[config.mk]
export PLATFORM = sky130hd
export DESIGN_NAME = elevator_order_queue_core
export DESIGN_NICKNAME = d
export VERILOG_FILES = /design/src/rtl/eoq_pkg.sv /design/src/rtl/eoq_store.sv /design/src/rtl/elevator_order_queue_core.sv
export VERILOG_INCLUDE_DIRS = /design/src /design/src/rtl
export SDC_FILE = /design/constraint.sdc
export NUM_CORES = 1
export LEC_CHECK = 0
export ABC_AREA = 1
export BUFFER_PORTS_ARGS = -buffer_cell sky130_fd_sc_hd__buf_2
export CAP_MARGIN = 0
export CORE_MARGIN = 4
export CORE_UTILIZATION = 60
export DETAILED_ROUTE_END_ITERATION = 8
export HOLD_SLACK_MARGIN = 0.06
export PLACE_DENSITY_LB_ADDON = 0.2
export SYNTH_ARGS = -nofsm -noshare
export SYNTH_HDL_FRONTEND = slang
export SYNTH_SLANG_ARGS = --single-unit
[constraint.sdc]
create_clock -name clk_i -period 3.9 [get_ports clk_i]
set_clock_uncertainty 0.15 [all_clocks]
set_input_delay 1.17 -clock clk_i [delete_from_list [all_inputs] [get_ports clk_i]]
set_output_delay 1.17 -clock clk_i [all_outputs]
set_load 0.01 [all_outputs]
[src/rtl/elevator_order_queue_core_defines.svh]
// Assertion macros for the elevator order queue core.
`ifndef ELEVATOR_ORDER_QUEUE_CORE_DEFINES_SVH
`define ELEVATOR_ORDER_QUEUE_CORE_DEFINES_SVH

// Same-cycle implication, checked out of reset.
`define EOQ_ASSERT_IMP(lbl, ante, cons, msg) \
  lbl: assert property (@(posedge clk_i) disable iff (!rst_ni) (ante) |-> (cons)) \
    else $error(msg);

// Next-cycle implication, checked out of reset.
`define EOQ_ASSERT_NXT(lbl, ante, cons, msg) \
  lbl: assert property (@(posedge clk_i) disable iff (!rst_ni) (ante) |=> (cons)) \
    else $error(msg);

`endif

[src/rtl/eoq_pkg.sv]
// Shared types and constants of the elevator order queue.
`default_nettype none

package eoq_pkg;

  localparam int QueueDepth = 16;
  localparam int FloorCount = 4;

  localparam logic [1:0] DirCab = 2'd1;
  localparam logic [1:0] DirUp  = 2'd2;

  typedef enum logic [1:0] {
    ReqAddBack  = 2'd0,
    ReqAddFront = 2'd1,
    ReqService  = 2'd2,
    ReqClear    = 2'd3
  } req_e;

  typedef enum logic [1:0] {
    StatAdded = 2'd0,
    StatDup   = 2'd1,
    StatFull  = 2'd2,
    StatNone  = 2'd3
  } status_e;

  typedef struct packed {
    logic [1:0] dir;
    logic [3:0] floor;
  } entry_t;

endpackage

`default_nettype wire

[src/rtl/eoq_store.sv]
// Order store: one write port, one registered read port.
`default_nettype none

module eoq_store #(
  parameter int Depth = eoq_pkg::QueueDepth,
  parameter int AW    = $clog2(Depth)
) (
  input  wire logic            clk_i,
  input  wire logic            we_i,
  input  wire logic [AW-1:0]   waddr_i,
  input  wire eoq_pkg::entry_t wdata_i,
  input  wire logic            re_i,
  input  wire logic [AW-1:0]   raddr_i,
  output eoq_pkg::entry_t      rdata_o
);

  eoq_pkg::entry_t mem_q [Depth];

  always_ff @(posedge clk_i) begin
    if (we_i) begin
      mem_q[waddr_i] <= wdata_i;
    end
  end

  always_ff @(posedge clk_i) begin
    if (re_i) begin
      rdata_o <= mem_q[raddr_i];
    end
  end

endmodule

`default_nettype wire

[src/rtl/elevator_order_queue_core.sv]
// Top level of the elevator order queue: request sequencer around the order store.
`default_nettype none

`include "elevator_order_queue_core_defines.svh"

// One request at a time, one result item per request. The store has one read
// and one write port, so each pass walks it one entry a cycle. Clear, an ignored
// add and an add refused on the head floor go straight to the done state; an add
// to an empty queue goes straight to the write; a back add scans, then writes; a
// front add scans, shifts up, then writes; an add refused as full ends after the
// scan; a serviced floor compacts (straight to done on an empty queue); a
// duplicate found during the scan ends it early. A finished result waits in the
// done state for as long as the previous one has not been taken.
// s_axis_tready_o is high only between requests. No clearing pass after reset.
module elevator_order_queue_core #(
  parameter int QUEUE_DEPTH = eoq_pkg::QueueDepth
) (
  input  wire logic        clk_i,
  input  wire logic        rst_ni,
  input  wire logic        s_axis_tvalid_i,
  output logic             s_axis_tready_o,
  input  wire logic [7:0]  s_axis_tdata_i,  // order_floor[3:0], order_direction[5:4]
  input  wire logic [1:0]  s_axis_tuser_i,  // req_type[1:0]
  output logic             m_axis_tvalid_o,
  input  wire logic        m_axis_tready_i,
  // add_status[1:0], removed_count[6:2], order_count[11:7], head_valid[12],
  // head_floor[16:13], head_direction[18:17]
  output logic [23:0]      m_axis_tdata_o
);

  localparam int AW = $clog2(QUEUE_DEPTH);
  localparam int CW = $clog2(QUEUE_DEPTH + 1);
  localparam logic [CW-1:0] DepthC = CW'(QUEUE_DEPTH);

  typedef enum logic [5:0] {
    StIdle    = 6'b000001,
    StScan    = 6'b000010,
    StShift   = 6'b000100,
    StWrite   = 6'b001000,
    StCompact = 6'b010000,
    StDone    = 6'b100000
  } st_e;

  st_e               state_q, state_d;
  eoq_pkg::req_e     req_q, req_d;
  eoq_pkg::entry_t   ent_q, ent_d;
  eoq_pkg::entry_t   head_q, head_d;
  eoq_pkg::status_e  status_q, status_d;
  logic [CW-1:0]     count_q, count_d;
  logic [CW-1:0]     removed_q, removed_d;
  logic [CW-1:0]     rp_q, rp_d;
  logic [CW-1:0]     wp_q, wp_d;
  logic [CW-1:0]     rp_m1;
  logic              rd_vld_q, rd_vld_d;
  logic [AW-1:0]     ri_q, ri_d;
  logic [AW-1:0]     wr_addr_q, wr_addr_d;
  logic              m_valid_q, m_valid_d;
  logic [23:0]       m_data_q, m_data_d;

  logic              mem_we, mem_re;
  logic [AW-1:0]     mem_waddr, mem_raddr;
  eoq_pkg::entry_t   mem_wdata, mem_rdata;

  eoq_pkg::req_e     in_req;
  eoq_pkg::entry_t   in_ent;
  logic              in_ok;
  logic              s_acc;
  logic              out_free;
  logic              rd_match;
  logic              rd_dup;
  logic              out_empty;

  eoq_store #(
    .Depth (QUEUE_DEPTH),
    .AW    (AW)
  ) u_store (
    .clk_i   (clk_i),
    .we_i    (mem_we),
    .waddr_i (mem_waddr),
    .wdata_i (mem_wdata),
    .re_i    (mem_re),
    .raddr_i (mem_raddr),
    .rdata_o (mem_rdata)
  );

  assign in_req          = eoq_pkg::req_e'(s_axis_tuser_i);
  assign in_ent.floor    = s_axis_tdata_i[3:0];
  assign in_ent.dir      = s_axis_tdata_i[5:4];
  assign in_ok           = ({1'b0, in_ent.floor} < 5'(eoq_pkg::FloorCount)) &&
                           (in_ent.dir <= eoq_pkg::DirUp);
  assign s_axis_tready_o = (state_q == StIdle);
  assign s_acc           = s_axis_tvalid_i && s_axis_tready_o;
  assign out_free        = !m_valid_q || m_axis_tready_i;
  assign rd_match        = (mem_rdata.floor == ent_q.floor);
  assign rd_dup          = rd_match && ((mem_rdata.dir == eoq_pkg::DirCab) ||
                                        (mem_rdata.dir == ent_q.dir));
  assign rp_m1           = rp_q - 1'b1;
  assign out_empty       = (count_q == '0);
  assign m_axis_tvalid_o = m_valid_q;
  assign m_axis_tdata_o  = m_data_q;

  always_comb begin
    state_d   = state_q;
    req_d     = req_q;
    ent_d     = ent_q;
    head_d    = head_q;
    status_d  = status_q;
    count_d   = count_q;
    removed_d = removed_q;
    rp_d      = rp_q;
    wp_d      = wp_q;
    rd_vld_d  = 1'b0;
    ri_d      = ri_q;
    wr_addr_d = wr_addr_q;
    m_valid_d = m_valid_q && !m_axis_tready_i;
    m_data_d  = m_data_q;
    mem_we    = 1'b0;
    mem_waddr = '0;
    mem_wdata = ent_q;
    mem_re    = 1'b0;
    mem_raddr = rp_q[AW-1:0];

    case (state_q)
      StIdle: begin
        if (s_acc) begin
          req_d     = in_req;
          ent_d     = in_ent;
          status_d  = eoq_pkg::StatNone;
          removed_d = '0;
          rp_d      = '0;
          wp_d      = '0;
          wr_addr_d = '0;
          case (in_req)
            eoq_pkg::ReqAddBack, eoq_pkg::ReqAddFront: begin
              if (!in_ok) begin
                state_d = StDone;
              end else if (count_q == '0) begin
                state_d = StWrite;
              end else if (head_q.floor == in_ent.floor) begin
                status_d = eoq_pkg::StatDup;
                state_d  = StDone;
              end else begin
                state_d = StScan;
              end
            end
            eoq_pkg::ReqService: begin
              state_d = (count_q == '0) ? StDone : StCompact;
            end
            default: begin
              removed_d = count_q;
              count_d   = '0;
              state_d   = StDone;
            end
          endcase
        end
      end

      StScan: begin
        if (rp_q != count_q) begin
          mem_re   = 1'b1;
          rp_d     = rp_q + 1'b1;
          rd_vld_d = 1'b1;
        end
        if (rd_vld_q && rd_dup) begin
          status_d = eoq_pkg::StatDup;
          state_d  = StDone;
        end else if (!rd_vld_q && (rp_q == count_q)) begin
          if (count_q == DepthC) begin
            status_d = eoq_pkg::StatFull;
            state_d  = StDone;
          end else if (req_q == eoq_pkg::ReqAddBack) begin
            wr_addr_d = count_q[AW-1:0];
            state_d   = StWrite;
          end else begin
            rp_d    = count_q;
            state_d = StShift;
          end
        end
      end

      StShift: begin
        if (rp_q != '0) begin
          mem_re    = 1'b1;
          mem_raddr = rp_m1[AW-1:0];
          rp_d      = rp_m1;
          ri_d      = rp_m1[AW-1:0];
          rd_vld_d  = 1'b1;
        end
        if (rd_vld_q) begin
          mem_we    = 1'b1;
          mem_waddr = AW'(ri_q + 1'b1);
          mem_wdata = mem_rdata;
        end else if (rp_q == '0) begin
          wr_addr_d = '0;
          state_d   = StWrite;
        end
      end

      StWrite: begin
        mem_we    = 1'b1;
        mem_waddr = wr_addr_q;
        mem_wdata = ent_q;
        count_d   = count_q + 1'b1;
        status_d  = eoq_pkg::StatAdded;
        if ((req_q == eoq_pkg::ReqAddFront) || (count_q == '0)) begin
          head_d = ent_q;
        end
        state_d = StDone;
      end

      StCompact: begin
        if (rp_q != count_q) begin
          mem_re   = 1'b1;
          rp_d     = rp_q + 1'b1;
          rd_vld_d = 1'b1;
        end
        if (rd_vld_q) begin
          if (rd_match) begin
            removed_d = removed_q + 1'b1;
          end else begin
            mem_we    = 1'b1;
            mem_waddr = wp_q[AW-1:0];
            mem_wdata = mem_rdata;
            wp_d      = wp_q + 1'b1;
            if (wp_q == '0) begin
              head_d = mem_rdata;
            end
          end
        end else if (rp_q == count_q) begin
          count_d = wp_q;
          state_d = StDone;
        end
      end

      StDone: begin
        if (out_free) begin
          m_valid_d = 1'b1;
          m_data_d  = {5'd0,
                       out_empty ? 2'd0 : head_q.dir,
                       out_empty ? 4'd0 : head_q.floor,
                       !out_empty,
                       5'(count_q),
                       5'(removed_q),
                       status_q};
          state_d   = StIdle;
        end
      end

      default: begin
        state_d = StIdle;
      end
    endcase
  end

  always_ff @(posedge clk_i or negedge rst_ni) begin
    if (!rst_ni) begin
      state_q   <= StIdle;
      count_q   <= '0;
      rp_q      <= '0;
      wp_q      <= '0;
      rd_vld_q  <= 1'b0;
      m_valid_q <= 1'b0;
    end else begin
      state_q   <= state_d;
      count_q   <= count_d;
      rp_q      <= rp_d;
      wp_q      <= wp_d;
      rd_vld_q  <= rd_vld_d;
      m_valid_q <= m_valid_d;
    end
  end

  always_ff @(posedge clk_i) begin
    req_q     <= req_d;
    ent_q     <= ent_d;
    head_q    <= head_d;
    status_q  <= status_d;
    removed_q <= removed_d;
    ri_q      <= ri_d;
    wr_addr_q <= wr_addr_d;
    m_data_q  <= m_data_d;
  end

  `EOQ_ASSERT_IMP(a_count_bound, 1'b1, count_q <= DepthC, "order count above depth")
  `EOQ_ASSERT_NXT(a_busy_after_accept, s_acc, state_q != StIdle, "idle after accept")
  `EOQ_ASSERT_NXT(a_result_loaded, (state_q == StDone) && out_free, m_valid_q,
                  "result not presented")
  `EOQ_ASSERT_IMP(a_write_in_range, mem_we && (state_q == StWrite), count_q < DepthC,
                  "write to a full store")

endmodule

`default_nettype wire
# After elaboration in Yosys (flattened, before gate mapping)
# Memories as Yosys holds them, arrays and structs flattened. A register that Yosys moved wholly into a read port is not among the register bits.
# Cells that the tools add are included.
[word_totals]
register_bits = 71
input_bits = 14
memories = 1
ram_bits = 96
output_inout_bits = 26
wordCells = 180
[op_classes]
n_mux = 80
order_cmp = 2
addsub = 6
n_reduce_logical = 39
eq_ne = 35
[memory_table]
columns = ["name", "words", "word_bits", "rd", "rd_ports_with_merged_regs", "write_ports", "line", "text"]
rows = [
  ["u_store.mem_q", 16, 6, 1, 1, 1, "eoq_store.sv:17", "eoq_pkg::entry_t mem_q [Depth];"],
]
[op_table]
columns = ["operator", "n"]
rows = [
  ["6-bit two-way mux", 20],
  ["5-bit two-way mux", 17],
  ["4-bit two-way mux", 13],
  ["6-bit one-hot mux with 2 select lines", 3],
  ["6-bit one-hot mux with 6 select lines", 1],
  ["2-bit inequality test (second input constant)", 16],
  ["4-bit one-hot mux with 3 select lines", 2],
  ["5-bit by 1-bit adder with 5-bit output (second input constant)", 4],
  ["5-bit one-hot mux with 2 select lines", 2],
  ["5-bit one-hot mux with 4 select lines", 1],
  ["2-bit two-way mux", 8],
  ["5-bit logical NOT", 3],
  ["5-bit one-hot mux with 3 select lines", 1],
  ["4-bit AND reduction", 3],
  ["5-bit AND reduction", 2],
  ["1-bit two-way mux", 9],
  ["3-bit nonzero test", 3],
  ["4-bit == test", 2],
  ["8-bit AND reduction", 1],
  ["7-bit AND reduction", 1],
  ["2-bit by 1-bit == test with 1-bit output (second input constant)", 3],
  ["6-bit by 1-bit == test with 1-bit output (second input constant)", 1],
  ["6-bit by 2-bit == test with 1-bit output (second input constant)", 1],
  ["6-bit by 3-bit == test with 1-bit output (second input constant)", 1],
  ["28 further kinds", 44],
]

# Logic depth before layout (Yosys ltp)
# Gate-level depths: netlist of run 1.
[depth]
depth_word = 7
mapped_depth = 16
depth_no_buf = 14

# Cells and area by module
# A second synthesis of run 1 with hierarchy kept.
[unflattened]
hier_cells = 899
hier_area_um2 = 8503.2
[by_module_without_submodules]
columns = ["module", "seq_area_each_um2", "cells_each", "area_per_inst_um2", "n_inst"]
rows = [
  ["eoq_store", 3062.9, 420, 4385.5, 1],
  ["elevator_order_queue_core", 2018.2, 479, 4117.7, 1],
]

# Worst setup path after synthesis of run 1
# Ideal clock, no wire load.
[synth_timing]
kind = "input port to flip-flop"
startpoint = "input port m_axis_tready_i"
endpoint = "register m_data_q[0] (netlist: m_axis_tdata_o[0]) (enable)"
path_slack_ns = 1.145
setup_time_ns = 0.401
t_required_ns = 3.349
arrival_time_ns = 2.204
path_buffers = 0
stages = 2
path_cell_list = "inv_1 a21oi_1"
[synth_via]
elab_chain_cells = 2
[synth_lines]
columns = ["element", "line", "text"]
rows = [
  ["start, declared", "elevator_order_queue_core.sv:25", "input wire logic m_axis_tready_i,"],
  ["1-bit logical OR", "elevator_order_queue_core.sv:93", "assign out_free = !m_valid_q || m_axis_tready_i;"],
  ["2-bit AND reduction (no source line)", "-", ""],
  ["end signal, assigned", "elevator_order_queue_core.sv:281", "m_data_q <= m_data_d;"],
  ["end, declared", "elevator_order_queue_core.sv:58", "logic [23:0] m_data_q, m_data_d;"],
]
# Every way passes these cells.
# A chain may end at the register's enable or synchronous reset.

# Worst setup path in the final report of run 1
[layout_timing]
startpoint = "register rp_q[0]"
endpoint = "register u_store.rdata_o[1] (netlist name)"
[layout_via]
elab_chain_cells = 3
elab_cells_between_ends = 8
cone_classes = "add/sub (1); eq/ne (1); mux (5); reduce/logical (1)"
[layout_lines]
columns = ["element", "line", "text"]
rows = [
  ["start, declared", "elevator_order_queue_core.sv:51", "logic [CW-1:0] rp_q, rp_d;"],
  ["start signal, assigned", "elevator_order_queue_core.sv:266", "rp_q <= rp_d;"],
  ["5-bit by 1-bit subtractor with 5-bit output", "elevator_order_queue_core.sv:97", "assign rp_m1 = rp_q - 1'b1;"],
  ["via rp_m1[0]", "elevator_order_queue_core.sv:53", "logic [CW-1:0] rp_m1;"],
  ["4-bit two-way mux", "elevator_order_queue_core.sv:182", "if (rp_q != '0) begin"],
  ["4-bit two-way mux", "elevator_order_queue_core.sv:123", "case (state_q)"],
]
# The timed path passes the listed nets, and every way through them passes these cells.

==> impl_metrics.env, run 1 <==
export IMPL_status="finished, final reports clean"
export IMPL_dp_hpwl_um=12900
export IMPL_crit_family="simple AND/OR/NAND/NOR gates"
export IMPL_ctsHoldBuffers=0
export IMPL_regToRegEndpoint="u_store.rdata_o[1]"
export IMPL_synth_compound_area_share_pct=4.51
export IMPL_r2r_cells=14
export IMPL_crit_chain="inv_1 > ha_1 > inv_1 > nor2_2 > nand2_2 > nand3_2 > nand2_2 > nand2_1 > buf_4 > nand2_1 > nand3_1 > nand3_1 > nand3_1 > nand2_1"
export IMPL_drc_errors=0
export IMPL_crit_type="reg -> reg"
export IMPL_grt_pass1_vias=5841
export IMPL_cp_max_fo=38
export IMPL_routed_wirelength_um=18800
export IMPL_synthAdderAreaFrac_pct=1.31
export IMPL_core_area_um2=13900
export IMPL_cts_tree="done"
export IMPL_arrival_ns=3.21
export IMPL_yosys_warnings=0
export IMPL_regToRegStartpoint="rp_q[0]"
export IMPL_cp_depth=14
export IMPL_tightest_slew_ns=1.14
export IMPL_slew_headroom_pct=23.6
export IMPL_hold_path_class="reg -> reg"
export IMPL_die_h_um=128
export IMPL_root_buffer="clkbuf_16"
export IMPL_start_util_pct=61.7
export IMPL_worstSkewPairLatency_ns=0.43
export IMPL_cts_sinks=173
export IMPL_yosysTopAreaCell="edfxtp_1"
export IMPL_cts_max_level=4
export IMPL_slew_violations=0
export IMPL_die_area_um2=16300
export IMPL_regToRegSetupSlack_ns=0.71
export IMPL_cts_resized=0
export IMPL_powerDensity_nw_per_um2=465
export IMPL_crit_start="rp_q[0]"
export IMPL_synth_ff_type="edfxtp_1"
export IMPL_crit_path_end_kind="register"
export IMPL_place_congestion=0.903
export IMPL_die_w_um=128
export IMPL_via_per_inst=5.50
export IMPL_ys_types=42
export IMPL_dp_cells=1098
export IMPL_synthToLayoutAreaGrowth_pct=9.71
export IMPL_syn_cell_area_um2=8600
export IMPL_setup_viol=0
export IMPL_maxCapViolations=0
export IMPL_row_count=43
export IMPL_synth_mux_area_share_pct=0
export IMPL_leakage_uw=0.00416
export IMPL_grt_usage_pct=24.1
export IMPL_post_route_min_period_ns=3.19
export IMPL_startpoint_type="register"
export IMPL_async_flop_share_pct=13.3
export IMPL_diodes=0
export IMPL_cp_buffers_inverters=3
export IMPL_synthTopCellsByCount="nand2_1, inv_1, nand3_1, edfxtp_1, nor2_1"
export IMPL_vias=6209
export IMPL_multi_input_area_um2=2700
export IMPL_firstDrtPassIters=6
export IMPL_grt_ovfl_total=0
export IMPL_drive_gt1_share_pct=11.2
export IMPL_rsz0062_at_grt="false"
export IMPL_cp_required_ns=3.92
export IMPL_ir_drop_mv=0.331
export IMPL_finalCritPeriodShare_pct=81.8
export IMPL_whs_path_depth=0
export IMPL_synth_most_common_cell="nand2_1"
export IMPL_ios=40
export IMPL_cts_made_buffers=17
export IMPL_cpPeakStageDelay_ns=0.52
export IMPL_clockBufferDepth=2
export IMPL_portBuffers=32
export IMPL_fmax_mhz=314
export IMPL_synthSimpleGateAreaFrac_pct=22.8
export IMPL_antenna_left=0
export IMPL_netlist_area_leader_share_pct=52.4
export IMPL_postSynthCellCount=898
export IMPL_register_area_um2=5080
export IMPL_drt_iter0_markers=660
export IMPL_antenna_found_initial=0
export IMPL_synth_xor_area_share_pct=2.45
export IMPL_worstHoldStart="status_q[0]"
export IMPL_post_cts_buffers=0
export IMPL_ys_seq_area_share_pct=59.1
export IMPL_final_hold_viol_count=0
export IMPL_cp_slowest_cell="dfrtp_1"
export IMPL_synth_edf_count=150
export IMPL_synth_area_leaders="edfxtp_1, nand3_1, nand2_1"
export IMPL_grt_max_degree=39
export IMPL_yosys_register_bits=173
export IMPL_instances_no_fill=1129
export IMPL_grt_first_pass_wirelength_um=29900
export IMPL_nNetsFinal=960
export IMPL_synth_top_family_by_area="simple AND/OR/NAND/NOR gates"
export IMPL_hold_path_end="m_axis_tdata_o[0]"
export IMPL_fill_cells=1064
export IMPL_synth_avg_cell_area_um2=9.57
export IMPL_setup_tns_ns=0
export IMPL_post_drt_wl_per_cell_um=16.6
export IMPL_clkTransAtPathRegs_ns=0.06
export IMPL_post_route_util_pct=67.7
cells by family after synthesis:
family / count (synthesis)
other cells: 1
fa+ha+maj: 9
buf+inv: 198
simple gates: 425
flops: 173
compound gates: 68
xor+xnor: 24
sequential cells by signal, summed over array words and instances (netlist names), 6 cells and up:
name             cells
state_q              6
ent_q                6
u_store.mem_q       96
head_q               6
u_store.rdata_o      6
m_axis_tdata_o      19
power by group:
group / switching, uW / leakage, uW / internal, uW / total, uW
Combinational: 414 / 0.00224 / 165 / 579
Sequential: 60.9 / 0.00167 / 2210 / 2270
Clock: 669 / 0.000251 / 871 / 1540
Total: 1140 / 0.00416 / 3240 / 4390
through the flow:
step | setup WS [ns] | cell area, um2 | hold slack (ns) | power [uW]
floorplan | 1.14 | 8610 | 0.250 | 2670
global placement | 0.770 | 8900 | 0.276 | 2860
detailed placement | 0.740 | 8900 | 0.288 | 2880
CTS | 0.728 | 9430 | 0.308 | 4400
global route | 0.457 | 9430 | 0.329 | 4570
finish | 0.710 | 9430 | 0.308 | 4390
layout make-up:
type | count | area share [%]
Clock buffer | 20 | 4.63
Tap cell | 180 | 2.39
Timing Repair Buffer | 46 | 2.81
Inverter | 168 | 6.70
Multi-Input combinational cell | 531 | 28.6
Sequential cell | 173 | 53.9
Clock inverter | 11 | 1.01
worst max path at each step:
| stage | to | slack (ns) |
|---|---|---|
| after CTS | u_store.rdata_o[1] | 0.73 |
| after global placement | u_store.rdata_o[1] | 0.77 |
| after detailed placement | u_store.rdata_o[1] | 0.74 |
| final | u_store.rdata_o[1] | 0.71 |
| after floorplan | m_axis_tdata_o[0] | 1.14 |
| after global routing | u_store.rdata_o[3] | 0.46 |
per-layer routing:
metal	vias to the layer above	share of wire (%)	GRT usage, %
li1	3034	-	-
met1	2878	44	34.7
met2	263	46	37.3
met3	34	8.1	4.71
met4	0	2.0	7.80
met5	-	0	0
cells in the final DEF, fill, tap and decap left out, drive strengths merged, types with 11 or more instances in the layout:
cell type  count
buf           46
clkbuf        20
dfrtp         22
edfxtp       150
inv          166
nand2        196
nand3        156
nand4         11
nor2          55
o21ai         41
xor2          17
worst register-to-register path: cells and delay by family (launching register included):
kind,cells,cell delay [ns]
adders and majority gates,1,0.18
and+or+nand+nor,10,1.41
buffers and inverters,3,0.67
DFF,1,0.52
(Power assumes the default switching activity.)
==> inputs of run 2 (changes only) <==
--- a/config.mk
+++ b/config.mk
@@ -10,7 +10,7 @@
 export BUFFER_PORTS_ARGS = -buffer_cell sky130_fd_sc_hd__buf_2
 export CAP_MARGIN = 0
 export CORE_MARGIN = 4
-export CORE_UTILIZATION = 60
+export CORE_UTILIZATION = 56
 export DETAILED_ROUTE_END_ITERATION = 8
 export HOLD_SLACK_MARGIN = 0.06
 export PLACE_DENSITY_LB_ADDON = 0.2
==> constraint.sdc (replaced) <==
create_clock -name clk_i -period 2.9 [get_ports clk_i]
set_clock_uncertainty 0.15 [all_clocks]
set_input_delay 0.87 -clock clk_i [delete_from_list [all_inputs] [get_ports clk_i]]
set_output_delay 0.87 -clock clk_i [all_outputs]
set_load 0.01 [all_outputs]
==> impl_metrics.env, run 2 (same netlist as run 1, synthesis figures left out) <==
export IMPL_powerDensity_nw_per_um2=623
export IMPL_core_area_um2=15100
export IMPL_final_cell_mix="nand2_1, inv_1, nand3_1"
export IMPL_firstDrtPassIters=5
export IMPL_post_drt_wl_per_cell_um=16.3
export IMPL_regMostFlops="u_store.mem_q"
export IMPL_cts_tree="done"
export IMPL_die_h_um=132
export IMPL_antenna_found_initial=0
export IMPL_tightest_slew_ns=0.612
export IMPL_maxCapViolations=0
export IMPL_arrival_ns=1.74
export IMPL_hold_path_class="in -> async"
export IMPL_setup_slack_ns=0.141
export IMPL_setup_viol=0
export IMPL_grt_first_pass_wirelength_um=30800
export IMPL_endpoint="s_axis_tready_o"
export IMPL_status="finished, final reports clean"
export IMPL_cp_required_ns=1.88
export IMPL_register_area_um2=5080
export IMPL_clockBufferDepth=2
export IMPL_postPlaceCellArea_um2=9170
export IMPL_fmax_mhz=362
export IMPL_cp_max_fo=8
export IMPL_worstSkewPairLatency_ns=0.43
export IMPL_regToRegSetupSlack_ns=0.22
export IMPL_place_ws_ns=0.242
export IMPL_grt_pass1_vias=6036
export IMPL_rsz0062_at_grt="false"
export IMPL_start_util_pct=56.8
export IMPL_grt_usage_pct=22.5
export IMPL_ctsHoldBuffers=0
export IMPL_nNetsFinal=991
export IMPL_multi_input_area_um2=2700
export IMPL_grt_ovfl_total=0
export IMPL_crit_path_end_kind="primary output"
export IMPL_startpoint_type="register"
export IMPL_root_buffer="clkbuf_16"
export IMPL_r2r_cells=7
export IMPL_row_count=45
export IMPL_cts_made_buffers=17
export IMPL_vias=6301
export IMPL_drc_errors=0
export IMPL_cts_sinks=173
export IMPL_portBuffers=32
export IMPL_slew_violations=0
export IMPL_regToRegEndpoint="u_store.mem_q[13][0]"
export IMPL_cts_max_level=4
export IMPL_diodes=0
export IMPL_drive_gt1_share_pct=14.8
export IMPL_largest_reg_flops=96
export IMPL_regToRegStartpoint="state_q[1]"
export IMPL_synthToLayoutAreaGrowth_pct=13.3
export IMPL_stdcell_area_um2=9740
export IMPL_ir_drop_mv=0.463
export IMPL_die_area_um2=17400
export IMPL_drt_iter0_markers=525
export IMPL_die_w_um=132
export IMPL_clkTransAtPathRegs_ns=0.07
export IMPL_ios=40
export IMPL_setup_tns_ns=0
export IMPL_leakage_uw=0.00436
export IMPL_finalCritPeriodShare_pct=95.1
export IMPL_dp_hpwl_um=13300
export IMPL_final_hold_viol_count=0
export IMPL_routed_wirelength_um=19100
export IMPL_antenna_left=0
export IMPL_cts_resized=0
export IMPL_crit_type="reg -> out"
export IMPL_place_congestion=0.913
export IMPL_fill_cells=1208
export IMPL_layout_commonest_cell="nand2_1"
export IMPL_crit_start="state_q[2]"
export IMPL_slew_headroom_pct=59.0
export IMPL_grt_max_degree=39
export IMPL_post_cts_buffers=0
export IMPL_via_per_inst=5.39
export IMPL_post_route_min_period_ns=2.76
==> run 2: cell types whose count changed in the layout (fill, tap and decap cells not counted) <==
| cell | before | now |
|---|---|---|
| inv_6 | 2 | 6 |
| inv_8 | 0 | 3 |
| buf_4 | 14 | 43 |
| clkinvlp_4 | 2 | 1 |
| buf_12 | 0 | 2 |
| clkinv_2 | 1 | 3 |
| clkinv_1 | 7 | 3 |
| clkbuf_1 | 3 | 0 |
==> run 2: worst max-delay path, stage by stage (launching register included) <==
cell	delay, ns
dfrtp_1	0.42
nor2_2	0.15
buf_4	0.14
nand3_1	0.25
inv_1	0.21
buf_2	0.15
==> run 2: worst min-delay path by stage <==
| stage | cells past startpoint | startpoint | slack [ns] | to |
|---|---|---|---|---|
| floorplan | 0 | status_q[0] | 0.25 | m_axis_tdata_o[0] |
| global placement | 0 | status_q[1] | 0.28 | m_axis_tdata_o[1] |
| detailed placement | 0 | status_q[1] | 0.28 | m_axis_tdata_o[1] |
| CTS | 0 | status_q[1] | 0.29 | m_axis_tdata_o[1] |
| global route | 0 | status_q[1] | 0.31 | m_axis_tdata_o[1] |
| finish | 1 | rst_ni | 0.29 | rp_q[3] |
==> run 2: layout make-up <==
cell class                 instances  area share, %
multi-input combinational        531           27.7
tap                              188           2.41
clock buffer                      17           4.37
clock inverter                    15           1.55
sequential                       173           52.1
inverter                         168           6.48
timing repair buffer              77           5.37
==> run 2: metal layers <==
layer | global-route usage, % | share of wire, % | vias up
li1 | - | - | 3097
met2 | 35.7 | 47 | 238
met1 | 31.0 | 43 | 2927
met4 | 9.39 | 2.5 | 0
met3 | 3.70 | 7.3 | 39
met5 | 0 | 0 | -
==> run 2: power breakdown <==
group / switching [uW] / total, uW / internal [uW]
clock: 1010 / 2230 / 1220
combinational: 548 / 799 / 252
sequential: 80.5 / 3040 / 2960
==> run 2: through the flow <==
| stage | instances | utilization (%) | hold slack (ns) | power [uW] |
|---|---|---|---|---|
| after floorplan | 902 | - | 0.250 | 3590 |
| final | 1169 | 64.3 | 0.286 | 6070 |
| after global routing | 1169 | 64.3 | 0.307 | 6340 |
| after global placement | 1137 | 60.5 | 0.275 | 3870 |
| after CTS | 1169 | 64.3 | 0.292 | 6110 |
| after detailed placement | 1137 | 60.5 | 0.276 | 3900 |
==> inputs of run 3 (changes only) <==
--- a/config.mk
+++ b/config.mk
@@ -9,8 +9,8 @@
 export ABC_AREA = 1
 export BUFFER_PORTS_ARGS = -buffer_cell sky130_fd_sc_hd__buf_2
 export CAP_MARGIN = 0
-export CORE_MARGIN = 4
-export CORE_UTILIZATION = 56
+export CORE_MARGIN = 5
+export CORE_UTILIZATION = 35
 export DETAILED_ROUTE_END_ITERATION = 8
 export HOLD_SLACK_MARGIN = 0.06
 export PLACE_DENSITY_LB_ADDON = 0.2
==> impl_metrics.env, run 3 (same netlist as run 1, synthesis figures left out) <==
export IMPL_cts_resized=0
export IMPL_ctsHoldBuffers=0
export IMPL_cp_required_ns=1.88
export IMPL_post_drt_wl_per_cell_um=15.8
export IMPL_crit_start="state_q[0]"
export IMPL_slew_headroom_pct=58.6
export IMPL_ir_drop_mv=0.375
export IMPL_drc_errors=0
export IMPL_fill_cells=2378
export IMPL_nNetsFinal=992
export IMPL_portBuffers=32
export IMPL_final_cell_mix="nand2_1, inv_1, nand3_1"
export IMPL_startpoint_type="register"
export IMPL_tightest_slew_ns=0.621
export IMPL_leakage_uw=0.00437
export IMPL_dp_cells=1274
export IMPL_die_h_um=167
export IMPL_instances_no_fill=1306
export IMPL_largest_reg_flops=96
export IMPL_cp_max_fo=8
export IMPL_cts_sinks=173
export IMPL_drt_iter0_markers=429
export IMPL_routed_wirelength_um=20700
export IMPL_status="finished, final reports clean"
export IMPL_start_util_pct=35.5
export IMPL_cts_made_buffers=17
export IMPL_antenna_left=0
export IMPL_worstHoldStart="status_q[1]"
export IMPL_post_cts_buffers=0
export IMPL_place_congestion=0.838
export IMPL_grt_pass1_vias=5873
export IMPL_crit_family="flip-flops"
export IMPL_drive_gt1_share_pct=14.6
export IMPL_layout_commonest_cell="nand2_1"
export IMPL_regMostFlops="u_store.mem_q"
export IMPL_synthToLayoutAreaGrowth_pct=15.8
export IMPL_cts_max_level=4
export IMPL_maxCapViolations=0
export IMPL_crit_chain="inv_1 > nor2_1 > nand3_1 > buf_4 > inv_1 > buf_2"
export IMPL_rsz0062_at_grt="false"
export IMPL_diodes=0
export IMPL_crit_type="reg -> out"
export IMPL_ios=40
export IMPL_setup_tns_ns=0
export IMPL_finalCritPeriodShare_pct=90.6
export IMPL_final_hold_viol_count=0
export IMPL_powerDensity_nw_per_um2=630
export IMPL_grt_max_degree=39
export IMPL_antenna_found_initial=0
export IMPL_cpPeakStageDelay_ns=0.53
export IMPL_grt_first_pass_wirelength_um=32600
export IMPL_core_area_um2=24200
export IMPL_cp_buffers_inverters=4
export IMPL_regToRegStartpoint="rp_q[1]"
export IMPL_path_common_cell="inv_1"
export IMPL_clkTransAtPathRegs_ns=0.08
export IMPL_vias=6138
export IMPL_post_route_min_period_ns=2.63
export IMPL_grt_ovfl_total=0
export IMPL_arrival_ns=1.61
export IMPL_die_w_um=167
export IMPL_grt_usage_pct=15.1
export IMPL_root_buffer="clkbuf_16"
export IMPL_cp_slowest_cell="dfstp_2"
export IMPL_worstSkewPairLatency_ns=0.43
export IMPL_crit_path_end_kind="primary output"
export IMPL_fmax_mhz=381
export IMPL_row_count=57
export IMPL_firstDrtPassIters=4
export IMPL_via_per_inst=4.70
export IMPL_cts_tree="done"
export IMPL_clockBufferDepth=2
export IMPL_setup_viol=0
export IMPL_slew_violations=0
export IMPL_hold_path_class="reg -> reg"
export IMPL_die_area_um2=27800
export IMPL_dp_hpwl_um=14400
[run 3: cell count changes in the layout (fill, tap and decap cells not counted), sizes merged]
cell | before | now
buf | 77 | 78
bufinv | 1 | 3
clkbuf | 17 | 21
clkinv | 8 | 6
clkinvlp | 1 | 2
inv | 173 | 168
[run 3: per-stage QoR]
step	hold WS, ns	instance area [um2]	setup WS (ns)	util, %	total power [uW]
3_5_place_dp	0.257	9350	0.342	38.5	3950
3_3_place_gp	0.253	9350	0.356	38.5	3940
5_1_grt	0.291	9950	0.153	41.0	6550
2_1_floorplan	0.250	8610	0.445	-	3590
4_1_cts	0.281	9950	0.246	41.0	6340
6_report	0.279	9950	0.274	41.0	6270
[run 3: layer usage]
layer | track usage [%] | up-vias | routed length, um | share of wire, %
li1 | - | 3106 | - | -
met1 | 21.5 | 2868 | 9900 | 48
met2 | 23.5 | 142 | 9460 | 46
met3 | 2.77 | 22 | 975 | 4.7
met4 | 4.59 | 0 | 348 | 1.7
met5 | 0 | - | 0 | 0
[run 3: report_power, final]
group          total, uW  internal, uW  leakage [uW]  switching (uW)
Clock               2380          1400      0.000291             982
Sequential          3050          2960       0.00167            84.4
Combinational        844           268       0.00241             576
Total               6270          4630       0.00437            1640
[run 3: final timing paths]
path                                 endpoint  slack [ns]  depth (start not counted)
setup / recovery              s_axis_tready_o        0.27                          6
min in group asynchronous          state_q[5]        0.31                          1
setup reg to reg           u_store.rdata_o[3]        0.33                         12
max in group asynchronous             wp_q[0]        1.87                          1
hold reg to reg             m_axis_tdata_o[1]        0.28                          0
hold / removal              m_axis_tdata_o[1]        0.28                          0
[run 3: worst reg2reg max path: cells and delay by family (launching register included)]
kind / cells / cell delay (ns)
buffers and inverters: 4 / 0.74
and+or+nand+nor: 6 / 0.78
adders and majority gates: 1 / 0.20
AOI/OAI and AO/OA: 1 / 0.11
DFF: 1 / 0.34
[run 3: area by class of cell]
type / count / area, um2 / share of cell area [%]
Sequential cell: 173 / 5080 / 51.1
Clock inverter: 11 / 156 / 1.57
Clock buffer: 21 / 450 / 4.53
Inverter: 168 / 632 / 6.35
Timing Repair Buffer: 78 / 531 / 5.33
Multi-Input combinational cell: 531 / 2700 / 27.1
Tap cell: 324 / 405 / 4.07
